<file path="config.mk">
export PLATFORM = sky130hd
export DESIGN_NAME = tfn_queue
export DESIGN_NICKNAME = d
export VERILOG_FILES = /design/src/hw/rtl/tfn_pkg.sv /design/src/hw/rtl/tfn_queue.sv
export SDC_FILE = /design/constraint.sdc
export NUM_CORES = 1
export LEC_CHECK = 0
export BUFFER_PORTS_ARGS = -buffer_cell sky130_fd_sc_hd__buf_2
export CAP_MARGIN = 40
export CORE_UTILIZATION = 50
export DETAILED_ROUTE_END_ITERATION = 10
export HOLD_SLACK_MARGIN = 0.1
export PLACE_DENSITY = 0.81
export SYNTH_ARGS = -nofsm -noshare
export SYNTH_HDL_FRONTEND = slang
export SYNTH_SLANG_ARGS = --single-unit
export TNS_END_PERCENT = 30
</file>
<file path="constraint.sdc">
create_clock -name clk -period 6 [get_ports clk]
set_clock_uncertainty 0.15 [all_clocks]
set_input_delay 0.3 -clock clk [delete_from_list [all_inputs] [get_ports clk]]
set_output_delay 0.3 -clock clk [all_outputs]
set_load 0.01 [all_outputs]
</file>
<file path="src/hw/rtl/tfn_pkg.sv">
// ----------------------------------------------------------------------------
// tfn_pkg
// Shared widths and types for the triangle face normal block.
// ----------------------------------------------------------------------------
package tfn_pkg;

  localparam int PW    = 32;   // corner coordinate width, Q16.16
  localparam int DW    = 33;   // edge vector component width
  localparam int CW    = 66;   // cross product component width, signed
  localparam int MW    = 65;   // cross product magnitude width
  localparam int LOW   = 32;   // low half of a magnitude for squaring
  localparam int HIW   = MW - LOW;
  localparam int SQW   = 130;  // square of one component
  localparam int SW    = 132;  // sum of three squares
  localparam int WIDE  = 164;  // working width of the quotient search
  localparam int QW    = 15;   // quotient bits, 0..16384
  localparam int NSTEP = QW;
  localparam int FRAC_SHIFT = 28;  // 2 * 14 fraction bits
  localparam int OUTW  = 16;
  localparam int LANES = 3;

  typedef struct packed {
    logic signed [CW-1:0] r_x;
    logic signed [CW-1:0] r_y;
    logic signed [CW-1:0] r_z;
    logic                 degenerate;
  } mid_t;

  typedef struct packed {
    logic full;
    logic empty;
  } queue_stat_t;

endpackage

</file>
<file path="src/hw/rtl/tfn_queue.sv">
// ----------------------------------------------------------------------------
// tfn_queue
// Short first-in first-out queue between the front and back pipelines.
// ----------------------------------------------------------------------------
module tfn_queue #(
  parameter int DEPTH = 4
) (
  input  logic                clk,
  input  logic                rst,
  input  logic                wr,
  input  tfn_pkg::mid_t       din,
  input  logic                rd,
  output tfn_pkg::mid_t       dout,
  output tfn_pkg::queue_stat_t stat
);
  import tfn_pkg::*;

  localparam int AW  = (DEPTH > 1) ? $clog2(DEPTH) : 1;
  localparam int CNW = $clog2(DEPTH + 1);

  mid_t           mem [DEPTH];
  logic [AW-1:0]  wr_ptr;
  logic [AW-1:0]  rd_ptr;
  logic [CNW-1:0] count;

  assign stat.full  = (count == CNW'(DEPTH));
  assign stat.empty = (count == '0);
  assign dout       = mem[rd_ptr];

  always_ff @(posedge clk) begin
    if (wr) begin
      mem[wr_ptr] <= din;
    end
  end

  always_ff @(posedge clk) begin
    if (rst) begin
      wr_ptr <= '0;
      rd_ptr <= '0;
      count  <= '0;
    end else begin
      if (wr) begin
        wr_ptr <= (wr_ptr == AW'(DEPTH - 1)) ? '0 : wr_ptr + AW'(1);
      end
      if (rd) begin
        rd_ptr <= (rd_ptr == AW'(DEPTH - 1)) ? '0 : rd_ptr + AW'(1);
      end
      if (wr && !rd) begin
        count <= count + CNW'(1);
      end else if (rd && !wr) begin
        count <= count - CNW'(1);
      end
    end
  end

endmodule

</file>
## Word level (Yosys, flattened, before mapping)

Memory sizes are Yosys's and may differ from the RTL's. A register that Yosys moved wholly into a read port is not among the register bits.
Index checks and enable logic that the tools add are counted.

- Register bits: 7
- Bits in writable memories: 796
- Input bits: 203
- Output and inout port bits: 201
- Word-level logic and storage cells: 25
- Memories: 1

- $add $sub $neg: 4
- Eq/ne operators: 3
- Multiplexer cells: 8
- Reduce and logical (&&, ||, !) cells: 6

Memory list:

| name | depth | bits a word | read ports | clocked after memory_dff | wr ports | RTL line | RTL |
|---|---|---|---|---|---|---|---|
| mem | 4 | 199 | 1 | 1 | 1 | tfn_queue.sv:21 | `mid_t mem [DEPTH];` |

Operator list:

| cell | number |
|---|---|
| $mux 2 | 4 |
| $mux 3 | 2 |
| $add 2x1->2 const B | 2 |
| $eq 2x2->1 const B | 2 |
| $add 3x1->3 const B | 1 |
| $eq 3x3->1 const B | 1 |
| $logic_not 3->1 | 1 |
| $sub 3x1->3 const B | 1 |
| $logic_and 1x1->1 | 2 |
| $logic_not 1->1 | 2 |
| $mux 1 | 2 |
| $reduce_bool 2->1 | 1 |

## Logic depth before layout (Yosys ltp)

Gate-level depths: netlist (run 1).

- Depth after elaboration: 4
- Gate-level depth with buffers: 7
- Mapped depth without buffers: 7

## Worst setup path after synthesis (run 1)

Ideal clock, no wire load.

- Path type: reg2reg
- From: reg wr_ptr[0]
- To: mem mem[0][0] in the netlist's numbering, enable pin
- Setup time: 0.583 ns
- Arrival: 5.069 ns
- Data required time: 5.267 ns
- Slack: 0.198 ns
- Stages on the path, launching flop included: 4
- Buffers on the path: 0
- Clock period less this slack: 5.802 ns
- Cell sequence: dfxtp_1 > inv_1 > ha_1 > and2_1

RTL lines:

| item | RTL line | RTL |
|---|---|---|
| from (decl) | tfn_queue.sv:22 | `logic [AW-1:0] wr_ptr;` |
| from (signal assigned) | tfn_queue.sv:43 | `wr_ptr <= (wr_ptr == AW'(DEPTH - 1)) ? '0 : wr_ptr + AW'(1);` |
| to (decl) | tfn_queue.sv:21 |  |

Straight into the memory's write port.

==> run summary, run 1 <==
Hold timing on the final database bottoms out at a slack of 0.295 ns. The worst setup path is launched from a flip-flop. Sorting the synthesized cells by area gives the leading types as edfxtp_1, mux4_2, dfxtp_1, buf_6, buf_2. The detailed-route DRC error count was 0; the detailed placement HPWL was 33.7 mm. The count of buffers added on input and output ports is 403. The total area inside the core boundary comes to 57600 µm².

The critical path class was reg -> out. The signal on the critical path passes through buf_12 > mux4_2 > buf_2. In the final routed layout, each cell accounts on average for 24.1 µm. The share of the clock period used by the worst path works out to 56.9%. The iteration count of the initial detailed-routing pass was 5; the number of cells on the worst reg-to-reg path was 3. The maximum root-to-sink buffer count is 3, and the net count after synthesis is 1293. The final worst-path setup slack came out at 2.58 ns. The run gives 92.5 mm as the first-pass GRT wire length. After routing the design area is 36600 µm².

The die is 243 µm wide. The number of antenna violations at the first check in global routing came out at 6. Net switching is 21.7% of the power. Leaving out fill and tap cells, the most frequent cell in the layout is edfxtp_1. The tool flagged a number of max-cap violations equal to 0.

STA classifies the critical path endpoint as a primary output. The layout has 3628 filler cells. The flow ran to the end, and the final reports show no timing, DRC or antenna violations. The standard cell with the maximum stage delay on the critical path was dfxtp_4. Yosys printed 0 warnings.

Data on the critical path arrives at its endpoint at 2.97 ns. In this run the post-CTS setup repair buffer count came out at 0. The tools report the via count of the first global-routing pass as 15178. Cell internal power was estimated by the tool at 0.00975 W.

The worst-case IR drop observed on VDD is 0.394 mV. Setup repair after global routing left no endpoint under its margin. The tools report the proportion of power drawn by the clock network as 38.4%. After the last flow step, the layout net total stands at 1952. For this block, the via count after detailed routing is 14086.

The total wire length came out at 61.9 mm. The type of the most critical hold path was in -> reg. The routability-driven placement congestion ratio is 0.756, and the required arrival time at the worst endpoint is 5.55 ns. The cell at the root of the clock tree is clkbuf_16. The instance area after placement was 32100 µm²; the minimum period implied by the final worst setup slack was 3.42 ns.

For the floorplan die area, the log shows 59200 µm². OpenSTA, run right after detailed placement, puts the worst setup slack at 3.17 ns. The y dimension of the die is 243 µm. For the total grt overflow, the log shows 0. Cell type with the largest total area after synthesis: edfxtp_1. Pin placement for this block handled 404 I/O pins. The number of levels the H-tree was split into was 3; the post-layout utilization of the core was 63.6%.

For the number of instances in the synthesized netlist, the log shows 1083. The biggest cell delay along the critical path is 0.79 ns, and the power density relative to cell area is 340 nW/µm². TritonCTS built the clock tree. The logs give 0 for the final-report max-slew violation count and 19 for the unique cell type count in the Yosys netlist. The worst hold path was traced through 2 stages.

The count of final hold-check violations came out at 0. The logs give 21.1% for the total routing resource utilization after global routing and 0.00271 W for the switching power of the nets. Static timing analysis puts the maximum clock frequency at 0.293 GHz. The clock reaches the later pin of the worst-skew pair after 0.60 ns. The largest net degree at the start of global routing is 108, and the area growth from synthesis to layout is 25.7%. The logs give 79 for the number of buffers inserted during clock tree synthesis and 0 ns for the post-route setup TNS. Each instance of the synthesized netlist takes up on average 26.9 µm². The relative slew slack was 43.3%; the average via count per standard cell was 5.48.

After clock tree synthesis, the clock-pin slew on the worst setup and hold paths is 0.06 ns. The logs give 805 for the TritonCTS sink count and 50.6% for the starting density of the core. Setup violations remaining at the end of the flow were counted as 0. The floorplan row count is 88. After synthesis, the largest area contributor takes up 82.1% of total cell area. Combined area of all synthesized cells: 29100 µm². The leakage power was 12.4 nW; the fraction of layout cells with a size suffix above 1 was 40.7%.

The count of nets left with antenna violations after detail routing was 0; the proportion of power drawn by combinational gates was 9.2%. For the pin with the worst max-slew slack, the measured transition is 0.850 ns. After the first detailed-routing iteration, the DRC count stood at 1001. Registers are responsible for 52.4% of the overall power.

The post-synthesis sequential area ratio was 82.7%; the largest fanout on the critical path was 88. Synthesis inferred 805 register bits. In the layout the commonest cells are edfxtp_1, buf_2, dlygate4sd3_1, mux4_2, clkbuf_16.
==> worst paths after layout <==
kind / end / slack (ns) / start
worst min-delay path: mem[3][163] / 0.29 / din[163]
worst max-delay path: dout[94] / 2.58 / flip-flop
worst max register to register: mem[3][84] / 3.46 / wr_ptr[0]
worst min register to register: count[2] / 0.39 / count[2]
==> timing repair <==
action	CTS	global route
endpoints found under the hold margin	805	0
hold buffers	203	0
endpoints found under the setup margin	0	0
gates resized for setup	0	0
==> cell type report <==
cell class	instances	area, µm²	share of cell area [%]
sequential	805	24100	65.8
inverter	4	15.0	0.0410
timing repair buffer	622	4300	11.7
tap	765	957	2.61
clock inverter	44	442	1.21
multi-input combinational	230	4740	12.9
clock buffer	95	2060	5.62
antenna	4	10.0	0.0273
==> worst max-delay path, delay by kind of cell, from the launching register on <==
kind | cells | cell delay, ns
flops | 1 | 0.79
mux | 1 | 0.64
buf+inv | 2 | 0.72
==> cell usage after synthesis (all sizes together) <==
master,number
a21oi,2
and2,4
buf,43
clkbuf,1
dfxtp,9
edfxtp,796
fa,1
ha,6
inv,4
mux2i,4
mux4,199
nor2,7
nor3,1
nor3b,2
o21ai,1
or3,1
xor2,2
==> power groups by stage <==
stage               combinational (W)  sequential, W  clock, W
finish                        0.00115        0.00653   0.00478
global route                  0.00121        0.00655   0.00507
CTS                           0.00115        0.00653   0.00486
detailed placement            0.00103        0.00664         0
global placement              0.00100        0.00662         0
floorplan                    0.000590        0.00665         0
==> routing by layer <==
layer	vias up	wire length, µm	global-route usage (%)
met3	102	5300	6.09
met5	-	23	0
li1	6040	-	-
met2	629	32300	36.2
met1	7311	22800	25.8
met4	4	1520	6.66
==> state kept, by name, indices dropped and copies added, names as in the netlist, named ones only <==
signal,flops
wr_ptr,2
rd_ptr,2
count,3
mem,796
==> logic make-up after synthesis <==
family                   Yosys count  synth area share [%]
flip-flops                       805                  82.7
multiplexers                     203                  15.5
buffers and inverters             48                  1.07
AND/OR/NAND/NOR                   15                 0.266
adder cells (fa/ha/maj)            7                 0.327
AO/OA/AOI/OAI                      3                0.0515
XOR/XNOR                           2                0.0602
==> per-stage QoR <==
step / total power, W / cells
after global routing: 0.0128 / 2567
after floorplan: 0.00724 / 1083
after detailed placement: 0.00767 / 2223
after global placement: 0.00762 / 2221
after CTS: 0.0125 / 2565
final: 0.0125 / 2569
No activity file was read; power rests on OpenSTA's default activity.
==> run 2: changes to the inputs <==
- ABC_AREA: unset -> 1
- PLACE_DENSITY: 0.81 -> 0.78
- clock period: 6 -> 3.24 ns (I/O delays scaled with it)
==> run 2 against run 1 <==
Effect of this change: area after synthesis is 2.3% higher; clock-buffer cell count is 3 lower; critical path type unchanged; worst hold slack worse by 0.15 ns; global-route usage is 1.8 points higher; setup slack worse by 2.3 ns; first-iteration DRC count is 53% higher; total power is 90% higher.
==> run summary, run 2 <==
The proportion of power drawn by the clock network came out at 38.8% (was 38.4%). The critical path's top delay family is buffers and inverters (was flip-flops). Number of fillers in the final layout: 3962 (was 3628). Commonest non-fill, non-tap cell in the layout: edfxtp_1 (unchanged). The largest fanout on the critical path is 210 (was 88).

Y dimension of the die: 246 µm (was 243 µm). The run gives 7 (was 5) as the iteration count of the initial detailed-routing pass. Largest registers: mem (796), count (3) (unchanged). The net count after synthesis is 2193 (was 1293).

The routed length on met2 came out at 36.5 mm (was 32.3 mm). The critical path class was reg -> out (unchanged). The area share of the largest cell type after synthesis works out to 80.2% (was 82.1%). Type of the most critical hold path: in -> reg (unchanged).

The count of state elements after synthesis is 805 (unchanged), and the largest net degree at the start of global routing is 211 (was 108). For the unique cell type count in the Yosys netlist, the log shows 20 (was 19). The run gives 58900 µm² (was 57600 µm²) as the placeable core area. Register with the most flip-flops: mem (unchanged). Cell type with the largest total area after synthesis: edfxtp_1 (unchanged). The flow ran to the end, and the final reports show no timing, DRC or antenna violations. Slew at the pin closest to its max-slew limit: 1.10 ns (was 0.850 ns).

The part of the power in registers is 50.9% (was 52.4%), and the count of nets left with antenna violations after detail routing is 0 (unchanged). The tools report the arrival time of data at the critical path endpoint as 2.64 ns (was 2.97 ns). Total wire length: 71.1 mm (was 61.9 mm). The tools report the clock latency at the later pin of the worst-skew pair as 0.61 ns (was 0.60 ns).

The clock transition at the registers of the reported paths came out at 0.06 ns (about the same). The run gives 0 (unchanged) as the number of buffers inserted by post-CTS setup repair. The flip-flop count of the largest register, all copies and words added was 796 (unchanged); the switching power of the nets was 0.00551 W (was 0.00271 W). The run gives 3 (unchanged) as the maximum root-to-sink buffer count.

The logs give 26.4% (was 43.3%) for the relative slew slack and 80.8% (was 82.7%) for the post-synthesis sequential area ratio. Leading cell types in the layout, fill and taps excluded: edfxtp_1, nor2_1, buf_2, o21ai_0, dlygate4sd3_1 (was edfxtp_1, buf_2, dlygate4sd3_1, mux4_2, clkbuf_16). The met3 wire length was 6.02 mm (was 5.30 mm); the via count of the first global-routing pass was 19484 (was 15178). The switching share of power came out at 23.3% (was 21.7%). The worst path needs 2.95 ns of the cycle, external delays included.

The tools report the cell at the root of the clock tree as clkbuf_16 (unchanged). The wire length per cell works out to 20.9 µm (was 24.1 µm). For the floorplan die area, the log shows 60600 µm² (was 59200 µm²). The width of the chip was 246 µm (was 243 µm); the DRC marker count from the first detailed-route iteration was 1532 (was 1001). Total routing resource utilization after global routing: 22.9% (was 21.1%). Detailed placement HPWL: 37.3 mm (was 33.7 mm). The most common cell in the netlist was edfxtp_1 (unchanged).

The power density relative to cell area was 636 nW/µm² (was 340 nW/µm²); the combined area of all synthesized cells was 29800 µm² (was 29100 µm²). The tools report the leakage power as 13.0 nW (was 12.4 nW). The starting density of the core was 50.6% (about the same); the TritonCTS sink count was 805 (unchanged).

The number of flops mapped to enable cells by yosys is 796 (unchanged), and the share of the clock period used by the worst path is 91.1%. Startpoint type of the worst setup path: a flip-flop (unchanged). Setup repair after global routing left no endpoint under its margin.

TritonCTS built the clock tree. The logs give 89 (was 88) for the floorplan row count and 0 (unchanged) for the number of max-capacitance violations reported. The run gives 0.589 mV (was 0.394 mV) as the worst vdd rail ir drop.

The logs give 26.6 mm (was 22.8 mm) for the met1 layer wirelength in the final routing and 0.0237 W (was 0.0125 W) for the post-layout total power. The standard cell with the maximum stage delay on the critical path was buf_12 (was dfxtp_4). The fraction of layout cells with a size suffix above 1 works out to 21.3% (was 40.7%). The run gives 6 (unchanged) as the number of antenna violations at the first check in global routing.

The worst path buffer plus inverter count is 2 (unchanged), and the biggest cell delay along the critical path is 0.48 ns (was 0.79 ns). The internal power came out at 0.0181 W (was 0.00975 W). The logs give 0 (unchanged) for the count of warnings emitted by yosys and 1983 (was 1083) for the number of instances in the synthesized netlist. The post-cts resize count was 0 (unchanged).

The number of input and output port buffers inserted came out at 403 (unchanged). Commonest register cell after synthesis: edfxtp_1 (unchanged). The area growth from synthesis to layout was 24.9% (was 25.7%). The number of levels the H-tree was split into is 3 (unchanged). The logs give 0.142 ns (was 0.295 ns) for the worst hold margin and 106 mm (was 92.5 mm) for the first-pass GRT wire length. The tools report the peak clock frequency supported by timing as 0.339 GHz. The async set-or-reset flop fraction in the synthesized netlist is 0% (unchanged). The run gives 404 (unchanged) as the number of top-level pins. The tools report the routability-driven placement congestion ratio as 0.779 (was 0.756).

The mean instance size in the synthesized netlist works out to 15.0 µm² (was 26.9 µm²). Final-report max-slew violation count: 0 (unchanged). The count of hold buffers inserted by post-cts repair is 205 (was 203). Top routing layer in use: met5 (unchanged).

For the number of buffers inserted during clock tree synthesis, the log shows 80 (was 79). The detailed-route DRC error count is 0 (unchanged). Top cells by area in the synthesized netlist: edfxtp_1, o21ai_0, nor2_1, o22ai_1, clkbuf_1 (was edfxtp_1, mux4_2, dfxtp_1, buf_6, buf_2). Post-synth top cells: edfxtp_1, nor2_1, o21ai_0 (was edfxtp_1, mux4_2, buf_2). The count of final hold-check violations was 0 (unchanged). The average via count per standard cell came out at 5.69 (was 5.48). The tools report the final layout net count as 2777 (was 1952). For the total grt overflow, the log shows 0 (unchanged). The tools report the total via count after detailed routing as 19379 (was 14086). The number of failing setup endpoints in the final timing report was 0 (unchanged). The run gives 2.93 ns (was 5.55 ns) as the required arrival time at the worst endpoint. The kind of capture point of the worst setup path was a primary output (unchanged). For the proportion of power drawn by combinational gates, the log shows 10.3% (was 9.2%). Critical-path cell list: buf_12 > o21ai_0 > o22ai_1 > buf_2 (was buf_12 > mux4_2 > buf_2).
run 2: path summary, 6_finish.rpt:
path              from         end  slack (ns)  cells past startpoint
min reg2reg  wr_ptr[1]   wr_ptr[1]        0.36                      2
min            din[19]  mem[2][19]        0.14                      2
max          flip-flop   dout[138]        0.29                      4
max reg2reg  wr_ptr[0]  mem[0][31]        1.19                      5
run 2: final cells by class:
cell class / instances / area, µm² / share of cell area (%)
sequential: 805 / 24100 / 64.7
multi-input combinational: 1031 / 4970 / 13.4
timing repair buffer: 633 / 4460 / 12.0
clock buffer: 92 / 2090 / 5.61
tap: 773 / 967 / 2.60
clock inverter: 48 / 534 / 1.44
inverter: 16 / 87.6 / 0.235
antenna: 6 / 15.0 / 0.0403
run 2: power groups by stage:
stage	clock network (W)	registers, W	logic (W)
6_report	0.00919	0.0120	0.00243
4_1_cts	0.00926	0.0120	0.00242
3_3_place_gp	0	0.0122	0.00212
3_5_place_dp	0	0.0122	0.00220
5_1_grt	0.00968	0.0121	0.00263
2_1_floorplan	0	0.0123	0.00120
run 2: stage by stage:
stage	utilization (%)	cells	setup TNS, ns	instance area (µm²)	setup WS, ns
2_1_floorplan	-	1983	-702.05	29800	-0.884
3_3_place_gp	55.2	3053	0	32500	1.06
3_5_place_dp	55.2	3053	0	32500	1.02
4_1_cts	63.1	3398	0	37200	0.350
5_1_grt	63.2	3402	0	37200	0.268
6_report	63.2	3404	0	37200	0.287
run 2: cells by family (layout without fill, tap and decap cells):
kind of cell,Yosys count,after routing,share of synthesized area (%)
DFF,805,805,80.8
and+or+nand+nor,420,420,5.32
adders and majority gates,7,7,0.319
other,0,6,0
xor gates and xnor gates,1,1,0.0294
AOI/OAI and AO/OA,603,603,11.0
buffers and inverters,147,789,2.53
run 2: metal layers:
layer	up-vias	track usage, %
met1	9656	27.7
li1	8685	-
met4	2	8.37
met5	-	0
met2	893	39.5
met3	143	5.82
==> run 3: changes to the inputs <==
- CELL_PAD_IN_SITES_DETAIL_PLACEMENT: unset -> 1
- CELL_PAD_IN_SITES_GLOBAL_PLACEMENT: unset -> 1
- CORE_UTILIZATION: 50 -> 47
- PLACE_DENSITY: 0.78 -> 0.85
==> run 3 against run 2 <==
Effect of this change: the run now ends with setup timing left; sequential share of layout area is 0.15 points lower; combinational power increased by 7%; total power is 1.7% higher; clock-buffer cell count rose by 14; cell area rose by 0.24%; wire length increased by 29%; core utilization down 3.2 points; critical path depth up 1; first-iteration DRC count grew 10%; critical path type unchanged; largest cell class unchanged.
==> run summary, run 3 (synthesis gave the netlist of run 2 again) <==
The tools report the proportion of power drawn by the clock network as 38.9% (was 38.8%). The first-pass GRT wire length was 135 mm (was 106 mm); the routability-driven placement congestion ratio was 0.767 (was 0.779). The minimum period implied by the final worst setup slack came out at 3.27 ns (was 2.95 ns). The startpoint of the worst-slack reg-to-reg timing path was wr_ptr[0] (unchanged). The placeable core area was 62200 µm² (was 58900 µm²); the total grt overflow was 0 (unchanged). The relative slew slack was 15.0% (was 26.4%); the via count of the first global-routing pass was 21766 (was 19484).

The wire length per cell came out at 26.3 µm (was 20.9 µm). The detailed placement HPWL is 47.2 mm (was 37.3 mm). TritonCTS built the clock tree. The startpoint type of the worst setup path is a flip-flop (unchanged). The number of buffers inserted during clock tree synthesis was 82 (was 80); the width of the chip was 254 µm (was 246 µm). The tools report the detailed-route DRC error count as 0 (unchanged). The run gives 404 (unchanged) as the number of top-level pins. The logs give 0 (unchanged) for the post-cts resize count and 8 (was 6) for the number of antenna violations at the first check in global routing.

Setup repair after global routing left no endpoint under its margin. The critical path class is reg -> out (unchanged). The iteration count of the initial detailed-routing pass came out at 6 (was 7).

Largest registers: mem (796), count (3) (unchanged). Switching share of power: 24.4% (was 23.3%). The number of fillers in the final layout was 5912 (was 3962). Number of cells on the worst reg-to-reg path: 4 (was 5).

The final non-filler cell area is 37300 µm² (was 37200 µm²), and the maximum root-to-sink buffer count is 3 (unchanged). The worst path buffer plus inverter count works out to 3 (was 2). The total via count after detailed routing was 20122 (was 19379). The required arrival time at the worst endpoint is 2.93 ns (about the same), and the DRC marker count from the first detailed-route iteration is 1691 (was 1532). The clock latency at the later pin of the worst-skew pair came out at 0.61 ns (about the same). The cell at the root of the clock tree is clkbuf_16 (unchanged). The tools report the leakage power as 13.0 nW (about the same). For the worst vdd rail ir drop, the log shows 0.497 mV (was 0.589 mV). The share of the clock period used by the worst path came out at 101% (was 91.1%). The tools report the count of nets left with antenna violations after detail routing as 0 (unchanged).

The number of levels the H-tree was split into is 3 (unchanged). The tools report the capture instance of the worst register-to-register path as mem[3][102] (was mem[0][31]). Standard cell with the maximum stage delay on the critical path: buf_12 (unchanged). Total routing resource utilization after global routing: 28.1% (was 22.9%). The flip-flop count of the largest register, all copies and words added works out to 796 (unchanged). The y dimension of the die works out to 254 µm (was 246 µm). The number of buffers inserted by post-CTS setup repair came out at 0 (unchanged). For the number of cells after detailed placement, the log shows 3120 (was 3053).

The area growth from synthesis to layout came out at 25.2% (was 24.9%). Count of final hold-check violations: 0 (unchanged). The largest fanout on the critical path is 199 (was 210), and the worst hold margin is 0.156 ns (was 0.142 ns). The final-report max-slew violation count came out at 0 (unchanged). Floorplan row count: 91 (was 89). The final layout net count was 2781 (was 2777). The floorplan die area is 64400 µm² (was 60600 µm²). The commonest non-fill, non-tap cell in the layout is edfxtp_1 (unchanged). The starting density of the core was 47.9% (was 50.6%). Kind of capture point of the worst setup path: a primary output (unchanged). The final reports fail on setup timing. The worst hold path endpoint is mem[3][174] (was mem[2][19]). For the total wire length, the log shows 91.5 mm (was 71.1 mm). The number of max-capacitance violations reported is 0 (unchanged), and the peak clock frequency supported by timing is 0.306 GHz (was 0.339 GHz). Part of the power in registers: 50.2% (was 50.9%).

The logs give 200 (was 211) for the largest net degree at the start of global routing and 32700 µm² (was 32500 µm²) for the instance area after placement. The arrival time of data at the critical path endpoint was 2.95 ns (was 2.64 ns). For the non-filler instance count after layout, the log shows 3476 (was 3404). Launch point of the worst hold path: din[174] (was din[19]).

The type of the most critical hold path is in -> reg (unchanged). The count of cells along the worst hold path came out at 2 (unchanged). Critical path's top delay family: buffers and inverters (unchanged). The register-to-register path setup slack is 0.87 ns (was 1.19 ns). The power density relative to cell area came out at 645 nW/µm² (was 636 nW/µm²).

The post-place setup slack is 0.924 ns (was 1.02 ns), and the slew at the pin closest to its max-slew limit is 1.28 ns (was 1.10 ns). Biggest cell delay along the critical path: 0.47 ns (was 0.48 ns). The clock transition at the registers of the reported paths came out at 0.06 ns (about the same). The final worst-path setup slack is -0.0263 ns (was 0.287 ns). The flow ran to the end, but the final reports show violations. The proportion of power drawn by combinational gates is 10.9% (was 10.3%). Average via count per standard cell: 5.79 (was 5.69). The count of hold buffers inserted by post-cts repair is 204 (was 205).

The number of input and output port buffers inserted was 403 (unchanged). The fraction of layout cells with a size suffix above 1 works out to 21.2% (was 21.3%). The logs give 0.0182 W (was 0.0181 W) for the internal power and 805 (unchanged) for the TritonCTS sink count.

Critical-path cell list: inv_6 > buf_12 > o21ai_0 > o22ai_1 > buf_2 (was buf_12 > o21ai_0 > o22ai_1 > buf_2). The tools report the number of failing setup endpoints in the final timing report as 1 (was 0). For the switching power of the nets, the log shows 0.00587 W (was 0.00551 W). Register with the most flip-flops: mem (unchanged).

Leading cell types in the layout, fill and taps excluded: edfxtp_1, nor2_1, buf_2, o21ai_0, dlygate4sd3_1 (unchanged).
-- run 3: cell count changes in the layout (fill, tap and decap cells not counted), sizes merged --
cell / before / now
clkinv: 34 / 31
dlygate4sd3: 205 / 204
bufinv: 9 / 6
clkbuf: 92 / 106
inv: 15 / 13
buf: 428 / 431
-- run 3: final cells by class --
| type | count | area, µm² | share of cell area, % |
|---|---|---|---|
| flip-flops and latches | 805 | 24100 | 64.6 |
| multi-input cells | 1031 | 4970 | 13.3 |
| repair buffers | 635 | 4490 | 12.0 |
| clock buffers | 106 | 2260 | 6.05 |
| well taps | 837 | 1050 | 2.81 |
| clock inverters | 40 | 335 | 0.899 |
| inverters | 16 | 87.6 | 0.235 |
| diodes | 6 | 15.0 | 0.0403 |
-- run 3: worst max path at each step --
stage | cells after the start | end | slack (ns) | startpoint
6_report | 5 | dout[27] | -0.03 | flip-flop
5_1_grt | 5 | dout[59] | 0.09 | flip-flop
4_1_cts | 5 | dout[119] | 0.20 | flip-flop
3_5_place_dp | 5 | dout[119] | 0.92 | flip-flop
3_3_place_gp | 4 | mem[3][108] | 1.02 | wr_ptr[0]
2_1_floorplan | 4 | mem[0][0] | -0.88 | wr_ptr[0]
-- run 3: power by group through the flow --
stage	Sequential [W]	Combinational, W	Clock, W
final	0.0121	0.00261	0.00937
after global routing	0.0121	0.00278	0.00976
after CTS	0.0121	0.00254	0.00934
after detailed placement	0.0123	0.00229	0
after global placement	0.0122	0.00215	0
after floorplan	0.0123	0.00120	0
-- run 3: through the flow --
step,power (W),util (%),TNS (ns)
final,0.0240,60.0,-0.0263
after global routing,0.0246,60.0,0
after CTS,0.0239,60.0,0
after detailed placement,0.0146,52.5,0
after global placement,0.0144,52.5,0
after floorplan,0.0135,-,-702.05
-- run 3: routing by layer --
layer  track usage, %  routed length, µm  vias up
met4             8.88               2460        8
met2             51.5              49200      911
li1                 -                  -     8702
met5                0                 47        -
met1             32.7              33400    10319
met3             6.03               6430      182
